===== config.mk =====
export PLATFORM = sky130hd
export DESIGN_NAME = tty_line_discipline_top
export DESIGN_NICKNAME = d
export VERILOG_FILES = /design/src/design/tld_pkg.sv /design/src/design/tty_line_discipline_top.sv /design/src/design/tld_ram.sv /design/src/design/tld_front.sv /design/src/design/tld_back.sv
export SDC_FILE = /design/constraint.sdc
export NUM_CORES = 1
export LEC_CHECK = 0
export ABC_AREA = 1
export BUFFER_PORTS_ARGS = -buffer_cell sky130_fd_sc_hd__clkbuf_2
export CORE_ASPECT_RATIO = 1.2
export CORE_MARGIN = 2
export CORE_UTILIZATION = 35
export DETAILED_ROUTE_END_ITERATION = 10
export GPL_TIMING_DRIVEN = 0
export PLACE_DENSITY_LB_ADDON = 0.3
export RECOVER_POWER = 50
export SKIP_CTS_REPAIR_TIMING = 1
export SLEW_MARGIN = 20
export SYNTH_ARGS = -nofsm -noshare
export SYNTH_HDL_FRONTEND = slang
export SYNTH_HIERARCHICAL = 1
export SYNTH_SLANG_ARGS = --single-unit

===== constraint.sdc =====
create_clock -name i_clk -period 3.53 [get_ports i_clk]
set_input_delay 0.706 -clock i_clk [delete_from_list [all_inputs] [get_ports i_clk]]
set_output_delay 0.706 -clock i_clk [all_outputs]
set_load 0.005 [all_outputs]

===== src/design/tld_pkg.sv =====
// shared constants, types and helpers for the tty line discipline
package tld_pkg;

    // receive character queue
    localparam int QUEUE_DEPTH = 128;
    localparam int IDX_W       = $clog2(QUEUE_DEPTH);
    localparam int CNT_W       = $clog2(QUEUE_DEPTH + 1);
    localparam int CHAR_W      = 7;

    // job queue between front and back
    localparam int JOBQ_DEPTH  = 2;
    localparam int JPTR_W      = $clog2(JOBQ_DEPTH);
    localparam int JCNT_W      = $clog2(JOBQ_DEPTH + 1);

    // input commands
    localparam logic [1:0] CMD_RX    = 2'd0;
    localparam logic [1:0] CMD_READ  = 2'd1;
    localparam logic [1:0] CMD_WRITE = 2'd2;

    // result kinds
    localparam logic [2:0] KIND_NONE   = 3'd0;
    localparam logic [2:0] KIND_TX     = 3'd1;
    localparam logic [2:0] KIND_RDATA  = 3'd2;
    localparam logic [2:0] KIND_REMPTY = 3'd3;
    localparam logic [2:0] KIND_WSTOP  = 3'd4;
    localparam logic [2:0] KIND_WDISC  = 3'd5;

    // classified job operations
    localparam int OP_W = 4;
    localparam logic [OP_W-1:0] OP_NONE    = 4'd0;
    localparam logic [OP_W-1:0] OP_INTR    = 4'd1;
    localparam logic [OP_W-1:0] OP_DISCARD = 4'd2;
    localparam logic [OP_W-1:0] OP_STOP    = 4'd3;
    localparam logic [OP_W-1:0] OP_START   = 4'd4;
    localparam logic [OP_W-1:0] OP_ERASE   = 4'd5;
    localparam logic [OP_W-1:0] OP_CHAR    = 4'd6;
    localparam logic [OP_W-1:0] OP_READ    = 4'd7;
    localparam logic [OP_W-1:0] OP_WRITE   = 4'd8;

    // character codes
    localparam logic [7:0] CH_ETX   = 8'h03;
    localparam logic [7:0] CH_EOT   = 8'h04;
    localparam logic [7:0] CH_BEL   = 8'h07;
    localparam logic [7:0] CH_BS    = 8'h08;
    localparam logic [7:0] CH_LF    = 8'h0a;
    localparam logic [7:0] CH_CR    = 8'h0d;
    localparam logic [7:0] CH_SI    = 8'h0f;
    localparam logic [7:0] CH_DC1   = 8'h11;
    localparam logic [7:0] CH_DC3   = 8'h13;
    localparam logic [7:0] CH_SPACE = 8'h20;
    localparam logic [7:0] CHAR_MASK = 8'h7f;

    typedef struct packed {
        logic [OP_W-1:0] op;
        logic [7:0]      data;
    } t_job;

    // circular index helpers
    function automatic logic [IDX_W-1:0] next_idx(input logic [IDX_W-1:0] p);
        return (p == IDX_W'(QUEUE_DEPTH - 1)) ? '0 : p + IDX_W'(1);
    endfunction

    function automatic logic [IDX_W-1:0] prev_idx(input logic [IDX_W-1:0] p);
        return (p == '0) ? IDX_W'(QUEUE_DEPTH - 1) : p - IDX_W'(1);
    endfunction

endpackage


===== src/design/tty_line_discipline_top.sv =====
// top level of the tty line discipline
//
// Input channel (i_in_valid / o_in_ready) carries one command per
// transaction: 0 a received byte, 1 read one queued character, 2 write one
// output byte. Output channel (o_out_valid / i_out_ready) carries one
// result per transaction; o_last marks the final result of a command.
// A command produces one to three results.
// The front end classifies each command and holds it in a two-entry job
// queue; the back end takes one job at a time, issues the character ram
// read as it takes the job, updates the queue state in its decide state,
// then emits one result per cycle while the receiver accepts them.
// Reset empties the character queue and clears the stop and discard
// flags. When the receiver stalls, the result is held in the output
// register, the back end waits, and once the job queue fills o_in_ready
// drops.
module tty_line_discipline_top (
    input  logic       i_clk,
    input  logic       i_rst_n,
    input  logic       i_in_valid,
    output logic       o_in_ready,
    input  logic [1:0] i_command,
    input  logic [7:0] i_data_byte,
    output logic       o_out_valid,
    input  logic       i_out_ready,
    output logic [2:0] o_kind,
    output logic [7:0] o_out_byte,
    output logic       o_interrupt_request,
    output logic       o_line_ready,
    output logic       o_last
);

    logic          job_valid;
    tld_pkg::t_job job;
    logic          job_pop;

    tld_front u_front (
        .i_clk       (i_clk),
        .i_rst_n     (i_rst_n),
        .i_in_valid  (i_in_valid),
        .o_in_ready  (o_in_ready),
        .i_command   (i_command),
        .i_data_byte (i_data_byte),
        .o_job_valid (job_valid),
        .o_job       (job),
        .i_job_pop   (job_pop)
    );

    tld_back u_back (
        .i_clk               (i_clk),
        .i_rst_n             (i_rst_n),
        .i_job_valid         (job_valid),
        .i_job               (job),
        .o_job_pop           (job_pop),
        .o_out_valid         (o_out_valid),
        .i_out_ready         (i_out_ready),
        .o_kind              (o_kind),
        .o_out_byte          (o_out_byte),
        .o_interrupt_request (o_interrupt_request),
        .o_line_ready        (o_line_ready),
        .o_last              (o_last)
    );

endmodule


===== src/design/tld_ram.sv =====
// generic single-write, single-read ram with registered read data
module tld_ram #(
    parameter int WIDTH = 8,
    parameter int DEPTH = 16
) (
    input  logic                     i_clk,
    input  logic                     i_we,
    input  logic [$clog2(DEPTH)-1:0] i_waddr,
    input  logic [WIDTH-1:0]         i_wdata,
    input  logic                     i_re,
    input  logic [$clog2(DEPTH)-1:0] i_raddr,
    output logic [WIDTH-1:0]         o_rdata
);

    logic [WIDTH-1:0] r_mem [DEPTH];
    logic [WIDTH-1:0] r_rdata;

    // write port
    always_ff @(posedge i_clk) begin
        if (i_we) begin
            r_mem[i_waddr] <= i_wdata;
        end
    end

    // registered read port
    always_ff @(posedge i_clk) begin
        if (i_re) begin
            r_rdata <= r_mem[i_raddr];
        end
    end

    assign o_rdata = r_rdata;

endmodule


===== src/design/tld_front.sv =====
// front end: accepts input transactions, classifies them and queues jobs
module tld_front (
    input  logic              i_clk,
    input  logic              i_rst_n,
    input  logic              i_in_valid,
    output logic              o_in_ready,
    input  logic [1:0]        i_command,
    input  logic [7:0]        i_data_byte,
    output logic              o_job_valid,
    output tld_pkg::t_job     o_job,
    input  logic              i_job_pop
);

    tld_pkg::t_job                  r_q [tld_pkg::JOBQ_DEPTH];
    logic [tld_pkg::JPTR_W-1:0]     r_wp, n_wp;
    logic [tld_pkg::JPTR_W-1:0]     r_rp, n_rp;
    logic [tld_pkg::JCNT_W-1:0]     r_cnt, n_cnt;
    tld_pkg::t_job                  cls_job;
    logic [6:0]                     c;
    logic                           push;
    logic                           pop;

    // classify the incoming transaction
    always_comb begin
        c = i_data_byte[6:0];
        cls_job.op   = tld_pkg::OP_NONE;
        cls_job.data = 8'h00;
        unique case (i_command)
            tld_pkg::CMD_RX: begin
                if ({1'b0, c} == tld_pkg::CH_ETX) begin
                    cls_job.op = tld_pkg::OP_INTR;
                end else if ({1'b0, c} == tld_pkg::CH_SI) begin
                    cls_job.op = tld_pkg::OP_DISCARD;
                end else if ({1'b0, c} == tld_pkg::CH_DC3) begin
                    cls_job.op = tld_pkg::OP_STOP;
                end else if ({1'b0, c} == tld_pkg::CH_DC1) begin
                    cls_job.op = tld_pkg::OP_START;
                end else if ({1'b0, c} == tld_pkg::CH_BS) begin
                    cls_job.op = tld_pkg::OP_ERASE;
                end else if ({1'b0, c} == tld_pkg::CH_CR) begin
                    cls_job.op   = tld_pkg::OP_CHAR;
                    cls_job.data = tld_pkg::CH_LF;
                end else begin
                    cls_job.op   = tld_pkg::OP_CHAR;
                    cls_job.data = i_data_byte & tld_pkg::CHAR_MASK;
                end
            end
            tld_pkg::CMD_READ: begin
                cls_job.op = tld_pkg::OP_READ;
            end
            tld_pkg::CMD_WRITE: begin
                cls_job.op   = tld_pkg::OP_WRITE;
                cls_job.data = i_data_byte;
            end
            default: begin
                cls_job.op = tld_pkg::OP_NONE;
            end
        endcase
    end

    assign o_in_ready  = (r_cnt != tld_pkg::JCNT_W'(tld_pkg::JOBQ_DEPTH));
    assign o_job_valid = (r_cnt != '0);
    assign o_job       = r_q[r_rp];
    assign push        = i_in_valid && o_in_ready;
    assign pop         = i_job_pop && o_job_valid;

    // job queue pointers
    always_comb begin
        n_wp  = r_wp;
        n_rp  = r_rp;
        n_cnt = r_cnt;
        if (push) begin
            n_wp = (r_wp == tld_pkg::JPTR_W'(tld_pkg::JOBQ_DEPTH - 1)) ?
                   '0 : r_wp + tld_pkg::JPTR_W'(1);
        end
        if (pop) begin
            n_rp = (r_rp == tld_pkg::JPTR_W'(tld_pkg::JOBQ_DEPTH - 1)) ?
                   '0 : r_rp + tld_pkg::JPTR_W'(1);
        end
        if (push && !pop) begin
            n_cnt = r_cnt + tld_pkg::JCNT_W'(1);
        end else if (pop && !push) begin
            n_cnt = r_cnt - tld_pkg::JCNT_W'(1);
        end
    end

    always_ff @(posedge i_clk) begin
        if (!i_rst_n) begin
            r_wp  <= '0;
            r_rp  <= '0;
            r_cnt <= '0;
        end else begin
            r_wp  <= n_wp;
            r_rp  <= n_rp;
            r_cnt <= n_cnt;
        end
    end

    // job storage
    always_ff @(posedge i_clk) begin
        if (push) begin
            r_q[r_wp] <= cls_job;
        end
    end

endmodule


===== src/design/tld_back.sv =====
// back end: executes jobs against the character queue and emits results
module tld_back (
    input  logic              i_clk,
    input  logic              i_rst_n,
    input  logic              i_job_valid,
    input  tld_pkg::t_job     i_job,
    output logic              o_job_pop,
    output logic              o_out_valid,
    input  logic              i_out_ready,
    output logic [2:0]        o_kind,
    output logic [7:0]        o_out_byte,
    output logic              o_interrupt_request,
    output logic              o_line_ready,
    output logic              o_last
);

    localparam logic [1:0] S_IDLE   = 2'd0;
    localparam logic [1:0] S_DECIDE = 2'd1;
    localparam logic [1:0] S_EMIT   = 2'd2;

    logic [1:0]                    r_state, n_state;
    tld_pkg::t_job                 r_job;
    logic [tld_pkg::IDX_W-1:0]     r_head, n_head;
    logic [tld_pkg::IDX_W-1:0]     r_tail, n_tail;
    logic [tld_pkg::CNT_W-1:0]     r_fill, n_fill;
    logic                          r_stop, n_stop;
    logic                          r_disc, n_disc;

    // result plan for the current job
    logic [2:0]                    r_pkind [3];
    logic [7:0]                    r_pbyte [3];
    logic [1:0]                    r_num;
    logic [1:0]                    r_idx;
    logic                          r_irq;
    logic                          r_rdy;
    logic [2:0]                    p_kind [3];
    logic [7:0]                    p_byte [3];
    logic [1:0]                    p_num;
    logic                          p_irq;
    logic                          p_rdy;

    // output register
    logic                          r_ov;
    logic [2:0]                    r_okind;
    logic [7:0]                    r_obyte;
    logic                          r_oirq;
    logic                          r_ordy;
    logic                          r_olast;

    // memory ports
    logic                          mem_we;
    logic                          mem_re;
    logic [tld_pkg::IDX_W-1:0]     mem_raddr;
    logic [tld_pkg::CHAR_W-1:0]    mem_rdata;

    logic                          emit_ok;
    logic                          emit_last;
    logic                          pop;
    logic                          full;
    logic [6:0]                    c;

    tld_ram #(
        .WIDTH (tld_pkg::CHAR_W),
        .DEPTH (tld_pkg::QUEUE_DEPTH)
    ) u_queue_ram (
        .i_clk   (i_clk),
        .i_we    (mem_we),
        .i_waddr (r_tail),
        .i_wdata (r_job.data[6:0]),
        .i_re    (mem_re),
        .i_raddr (mem_raddr),
        .o_rdata (mem_rdata)
    );

    // sequencing and job pop
    assign emit_ok   = (r_state == S_EMIT) && (!r_ov || i_out_ready);
    assign emit_last = emit_ok && (r_idx == r_num - 2'd1);
    assign pop       = i_job_valid && ((r_state == S_IDLE) || emit_last);
    assign o_job_pop = pop;

    // read address is issued as the job is taken
    assign mem_re    = pop;
    assign mem_raddr = (i_job.op == tld_pkg::OP_ERASE) ? tld_pkg::prev_idx(r_tail) : r_head;

    assign full = (r_fill == tld_pkg::CNT_W'(tld_pkg::QUEUE_DEPTH));
    assign c    = r_job.data[6:0];

    // job execution: state update and result plan
    always_comb begin
        n_head = r_head;
        n_tail = r_tail;
        n_fill = r_fill;
        n_stop = r_stop;
        n_disc = r_disc;
        mem_we = 1'b0;
        for (int i = 0; i < 3; i++) begin
            p_kind[i] = tld_pkg::KIND_NONE;
            p_byte[i] = 8'h00;
        end
        p_num = 2'd1;
        p_irq = 1'b0;
        p_rdy = 1'b0;
        unique case (r_job.op)
            tld_pkg::OP_INTR: begin
                p_irq = 1'b1;
            end
            tld_pkg::OP_DISCARD: begin
                n_disc = !r_disc;
            end
            tld_pkg::OP_STOP: begin
                n_stop = 1'b1;
            end
            tld_pkg::OP_START: begin
                n_stop = 1'b0;
            end
            tld_pkg::OP_ERASE: begin
                if (r_fill != '0 && {1'b0, mem_rdata} != tld_pkg::CH_LF) begin
                    n_tail    = tld_pkg::prev_idx(r_tail);
                    n_fill    = r_fill - tld_pkg::CNT_W'(1);
                    p_num     = 2'd3;
                    p_kind[0] = tld_pkg::KIND_TX;
                    p_kind[1] = tld_pkg::KIND_TX;
                    p_kind[2] = tld_pkg::KIND_TX;
                    p_byte[0] = tld_pkg::CH_BS;
                    p_byte[1] = tld_pkg::CH_SPACE;
                    p_byte[2] = tld_pkg::CH_BS;
                end
            end
            tld_pkg::OP_CHAR: begin
                if (!full) begin
                    mem_we = 1'b1;
                    n_tail = tld_pkg::next_idx(r_tail);
                    n_fill = r_fill + tld_pkg::CNT_W'(1);
                end
                p_rdy = ({1'b0, c} == tld_pkg::CH_LF) || ({1'b0, c} == tld_pkg::CH_EOT);
                if ({1'b0, c} == tld_pkg::CH_LF) begin
                    p_num     = 2'd2;
                    p_kind[0] = tld_pkg::KIND_TX;
                    p_byte[0] = tld_pkg::CH_CR;
                    p_kind[1] = tld_pkg::KIND_TX;
                    p_byte[1] = full ? tld_pkg::CH_BEL : tld_pkg::CH_LF;
                end else begin
                    p_kind[0] = tld_pkg::KIND_TX;
                    p_byte[0] = full ? tld_pkg::CH_BEL : {1'b0, c};
                end
            end
            tld_pkg::OP_READ: begin
                if (r_fill != '0) begin
                    n_head    = tld_pkg::next_idx(r_head);
                    n_fill    = r_fill - tld_pkg::CNT_W'(1);
                    p_kind[0] = tld_pkg::KIND_RDATA;
                    p_byte[0] = {1'b0, mem_rdata};
                end else begin
                    p_kind[0] = tld_pkg::KIND_REMPTY;
                end
            end
            tld_pkg::OP_WRITE: begin
                if (r_stop) begin
                    p_kind[0] = tld_pkg::KIND_WSTOP;
                end else if (r_disc) begin
                    p_kind[0] = tld_pkg::KIND_WDISC;
                end else if (r_job.data == tld_pkg::CH_LF) begin
                    p_num     = 2'd2;
                    p_kind[0] = tld_pkg::KIND_TX;
                    p_byte[0] = tld_pkg::CH_CR;
                    p_kind[1] = tld_pkg::KIND_TX;
                    p_byte[1] = tld_pkg::CH_LF;
                end else begin
                    p_kind[0] = tld_pkg::KIND_TX;
                    p_byte[0] = r_job.data;
                end
            end
            default: begin
                p_kind[0] = tld_pkg::KIND_NONE;
            end
        endcase
        if (r_state != S_DECIDE) begin
            n_head = r_head;
            n_tail = r_tail;
            n_fill = r_fill;
            n_stop = r_stop;
            n_disc = r_disc;
            mem_we = 1'b0;
        end
    end

    // state machine
    always_comb begin
        n_state = r_state;
        unique case (r_state)
            S_IDLE: begin
                if (pop) begin
                    n_state = S_DECIDE;
                end
            end
            S_DECIDE: begin
                n_state = S_EMIT;
            end
            S_EMIT: begin
                if (emit_last) begin
                    n_state = pop ? S_DECIDE : S_IDLE;
                end
            end
            default: begin
                n_state = S_IDLE;
            end
        endcase
    end

    // control registers
    always_ff @(posedge i_clk) begin
        if (!i_rst_n) begin
            r_state <= S_IDLE;
            r_head  <= '0;
            r_tail  <= '0;
            r_fill  <= '0;
            r_stop  <= 1'b0;
            r_disc  <= 1'b0;
            r_ov    <= 1'b0;
            r_idx   <= '0;
        end else begin
            r_state <= n_state;
            r_head  <= n_head;
            r_tail  <= n_tail;
            r_fill  <= n_fill;
            r_stop  <= n_stop;
            r_disc  <= n_disc;
            if (emit_ok) begin
                r_ov <= 1'b1;
            end else if (i_out_ready) begin
                r_ov <= 1'b0;
            end
            if (r_state == S_DECIDE) begin
                r_idx <= '0;
            end else if (emit_ok) begin
                r_idx <= r_idx + 2'd1;
            end
        end
    end

    // job and plan payload
    always_ff @(posedge i_clk) begin
        if (pop) begin
            r_job <= i_job;
        end
        if (r_state == S_DECIDE) begin
            r_pkind <= p_kind;
            r_pbyte <= p_byte;
            r_num   <= p_num;
            r_irq   <= p_irq;
            r_rdy   <= p_rdy;
        end
    end

    // output payload
    always_ff @(posedge i_clk) begin
        if (emit_ok) begin
            r_okind <= r_pkind[r_idx];
            r_obyte <= r_pbyte[r_idx];
            r_oirq  <= r_irq;
            r_ordy  <= r_rdy;
            r_olast <= (r_idx == r_num - 2'd1);
        end
    end

    assign o_out_valid         = r_ov;
    assign o_kind              = r_okind;
    assign o_out_byte          = r_obyte;
    assign o_interrupt_request = r_oirq;
    assign o_line_ready        = r_ordy;
    assign o_last              = r_olast;

endmodule


==> flow_summary.ini <==
[timing]
setup_viol = 0
hold_violations = 0
hold_slack_ns = 0.2861
setup_tns_ns = 0
slew_headroom_pct = 21.45
rsz0062_at_grt = true
tightest_slew_ns = 1.178
min_period_over_period_pct = 99.57
layout_setup_ws_ns = 0.01502
fmax_mhz = 284.5
min_period_ns = 3.515
drv_slew = 0
clock_skew_ns = 0.04167

[finish]
final_common_cell = nand2_1
drive_gt1_share_pct = 15.90
syn_to_final_growth_pct = 16.74
final_cell_mix = 1173 x nand2_1, 973 x edfxtp_1, 763 x nand3_1
fin_nets = 3993

[floorplan]
core_um2 = 121000
rows = 140
dieWidth_um = 322.4
die_height_um = 386.1
initial_core_util_pct = 35.19
dieArea_um2 = 124500
ios = 30

[synth]
synth_edf_count = 973
ys.flop_type = edfxtp_1
syn_nets = 3806
yosysUniqueCellTypes = 45
async_flop_share_pct = 0
synth_warnings = 6
synth_area_um2 = 42590
syn_area_per_cell_um2 = 11.27
netlist_instances = 3780
seq_area_frac_synth_pct = 70.20
ys_seq_elements = 1007

[power_and_ir_drop]
p_leak_uw = 0.01763
ir_drop_uv = 458.7
power_uw = 35410
p_per_area_nw_per_um2 = 712.3

[setup_path]
cp-end-kind = register
r2r_end = u_back/u_queue_ram/r_mem[104][6]
critPathCapture = u_back/u_queue_ram/r_mem[104][6]
critPathMaxFanout = 10
cp.required_ns = 3.86
worstPathArrival_ns = 3.84
startpoint = u_back/r_job[8]
path_class = reg2reg
r2r_start = u_back/r_job[8]
r2r_slack_ns = 0.02
reg2reg_depth = 9
start_kind = register

[status]
status = completed

[hold_path]
hold_path_class = in2reg
min_path_cells = 4

[placed_design]
io_buffers = 29
place_congestion = 0.9456
place_ws_ns = -1.221
hpwl_um = 94190

[drt]
first_iter_violations = 2845
dr.pass1.iters = 7
drt_drc_violations_left = 0
vias = 29280
ant_nets = 0
wl_um = 130200
viasPerCell = 5.157
wl_per_cell_um = 22.93

[clock_network]
max-clock-path-buffers = 3
cts_inserted_buffers = 96
htree_levels = 3
cts_tree = yes
cts.sinks = 1007
clkSlewWorstSetupHoldPaths_ns = 0.06
insertion_delay_ns = 0.70
cts-root-buf = clkbuf_16

[global_route]
grt_pass1_wl_um = 187000
grt-ovfl-total = 0
track_usage_pct = 20.66
grt_max_degree = 26
antenna_found_initial = 1
grt_pass1_vias = 27990

[run]
cap_violations = 0
[registers in the layout (all words and copies together) (netlist names), 2 cells and up, named ones only]
register                    count
u_back/o_kind                   3
u_back/r_pkind                  4
u_front/r_q                    24
u_back/r_tail                   7
u_back/r_job                    5
u_back/u_queue_ram/r_mem      896
u_back/r_pbyte                 13
u_back/r_idx                    2
u_back/u_queue_ram/o_rdata      7
u_back/o_out_byte               8
u_front/r_cnt                   2
u_back/r_head                   7
u_back/r_state                  2
u_back/c                        7
u_back/r_fill                   8
[critical path, stage by stage (launching register included)]
cell,delay [ns]
edfxtp_1,0.48
inv_2,0.12
nand2_1,0.06
nor2_2,0.18
buf_4,0.21
o21ai_0,0.18
nor2_1,0.27
nand2_1,0.41
clkbuf_2,0.55
nor2_1,0.65
[logic make-up (layout without fill, tap and decap cells)]
| group | Yosys count | in the layout | share of synthesized area [%] |
|---|---|---|---|
| buf+inv | 316 | 579 | 4.187 |
| flops | 1007 | 1007 | 70.20 |
| xor+xnor | 9 | 9 | 0.1851 |
| compound gates | 74 | 74 | 0.9431 |
| other cells | 0 | 1 | 0 |
| fa+ha+maj | 12 | 12 | 0.3702 |
| mux | 12 | 12 | 0.3173 |
| simple gates | 2350 | 2351 | 23.79 |
[synthesized netlist by cell type (2+ instances only)]
library cell,instances,area [um^2]
nand2_1,1199,4501
edfxtp_1,973,29220
nand3_1,858,4294
nor2_1,220,825.8
inv_1,93,349.1
buf_2,87,435.4
buf_6,46,518.0
o21ai_0,38,190.2
clkbuf_1,35,131.4
dfxtp_1,34,680.7
buf_4,30,225.2
a21oi_1,23,115.1
nor3_1,15,75.07
buf_1,13,48.80
nand2_2,13,81.33
nand4_1,13,81.33
mux2_2,12,135.1
ha_1,11,137.6
inv_2,7,26.28
nor2_2,6,37.54
nor2_4,6,67.56
xor2_1,6,52.55
and3_1,4,25.02
nand2_4,4,45.04
o21ai_1,4,20.02
or2_2,4,25.02
xnor2_1,3,26.28
buf_8,2,30.03
nand3_2,2,20.02
nand3b_1,2,15.01
o21ai_2,2,17.52
o22ai_1,2,12.51
[report_power, final]
| group | switching [uW] | internal [uW] | total, uW |
|---|---|---|---|
| Combinational | 7030 | 2290 | 9320 |
| Clock | 4600 | 5960 | 10600 |
| Sequential | 310 | 15200 | 15500 |
[how the worst min path moves through the flow]
stage | start | end | slack (ns)
after global routing | i_out_ready | u_back/o_out_valid | 0.32
after floorplan | u_back/r_irq | u_back/o_interrupt_request | 0.40
final | i_out_ready | u_back/o_out_valid | 0.29
after CTS | i_out_ready | u_back/o_out_valid | 0.24
after detailed placement | u_back/r_irq | u_back/o_interrupt_request | 0.41
after global placement | u_back/r_irq | u_back/o_interrupt_request | 0.41
[metal layers]
metal	vias to the layer above	GRT usage, %	wire length (um)
li1	13570	-	-
met1	14340	25.50	50650
met2	1103	34.95	63500
met3	270	2.546	8634
met4	0	11.96	7441
met5	-	0	0
[final cells by class]
| class | count | area [um^2] |
|---|---|---|
| Timing Repair Buffer | 88 | 429.2 |
| Multi-Input combinational cell | 2458 | 12000 |
| Fill cell | 11370 | 71320 |
| Sequential cell | 1007 | 29900 |
| Clock buffer | 109 | 2482 |
| Buffer | 213 | 1743 |
| Antenna cell | 1 | 2.502 |
| Tap cell | 1633 | 2043 |
| Inverter | 103 | 401.6 |
| Clock inverter | 66 | 716.9 |
[stage by stage]
step                util, %  cell area [um^2]  instances
finish                41.08             49720       5678
global route          41.07             49720       5677
CTS                   40.37             48870       5670
detailed placement    37.73             45670       5495
global placement      36.99             44780       5442
floorplan                 -             42590       3780
No activity file was read; power rests on OpenSTA's default activity.
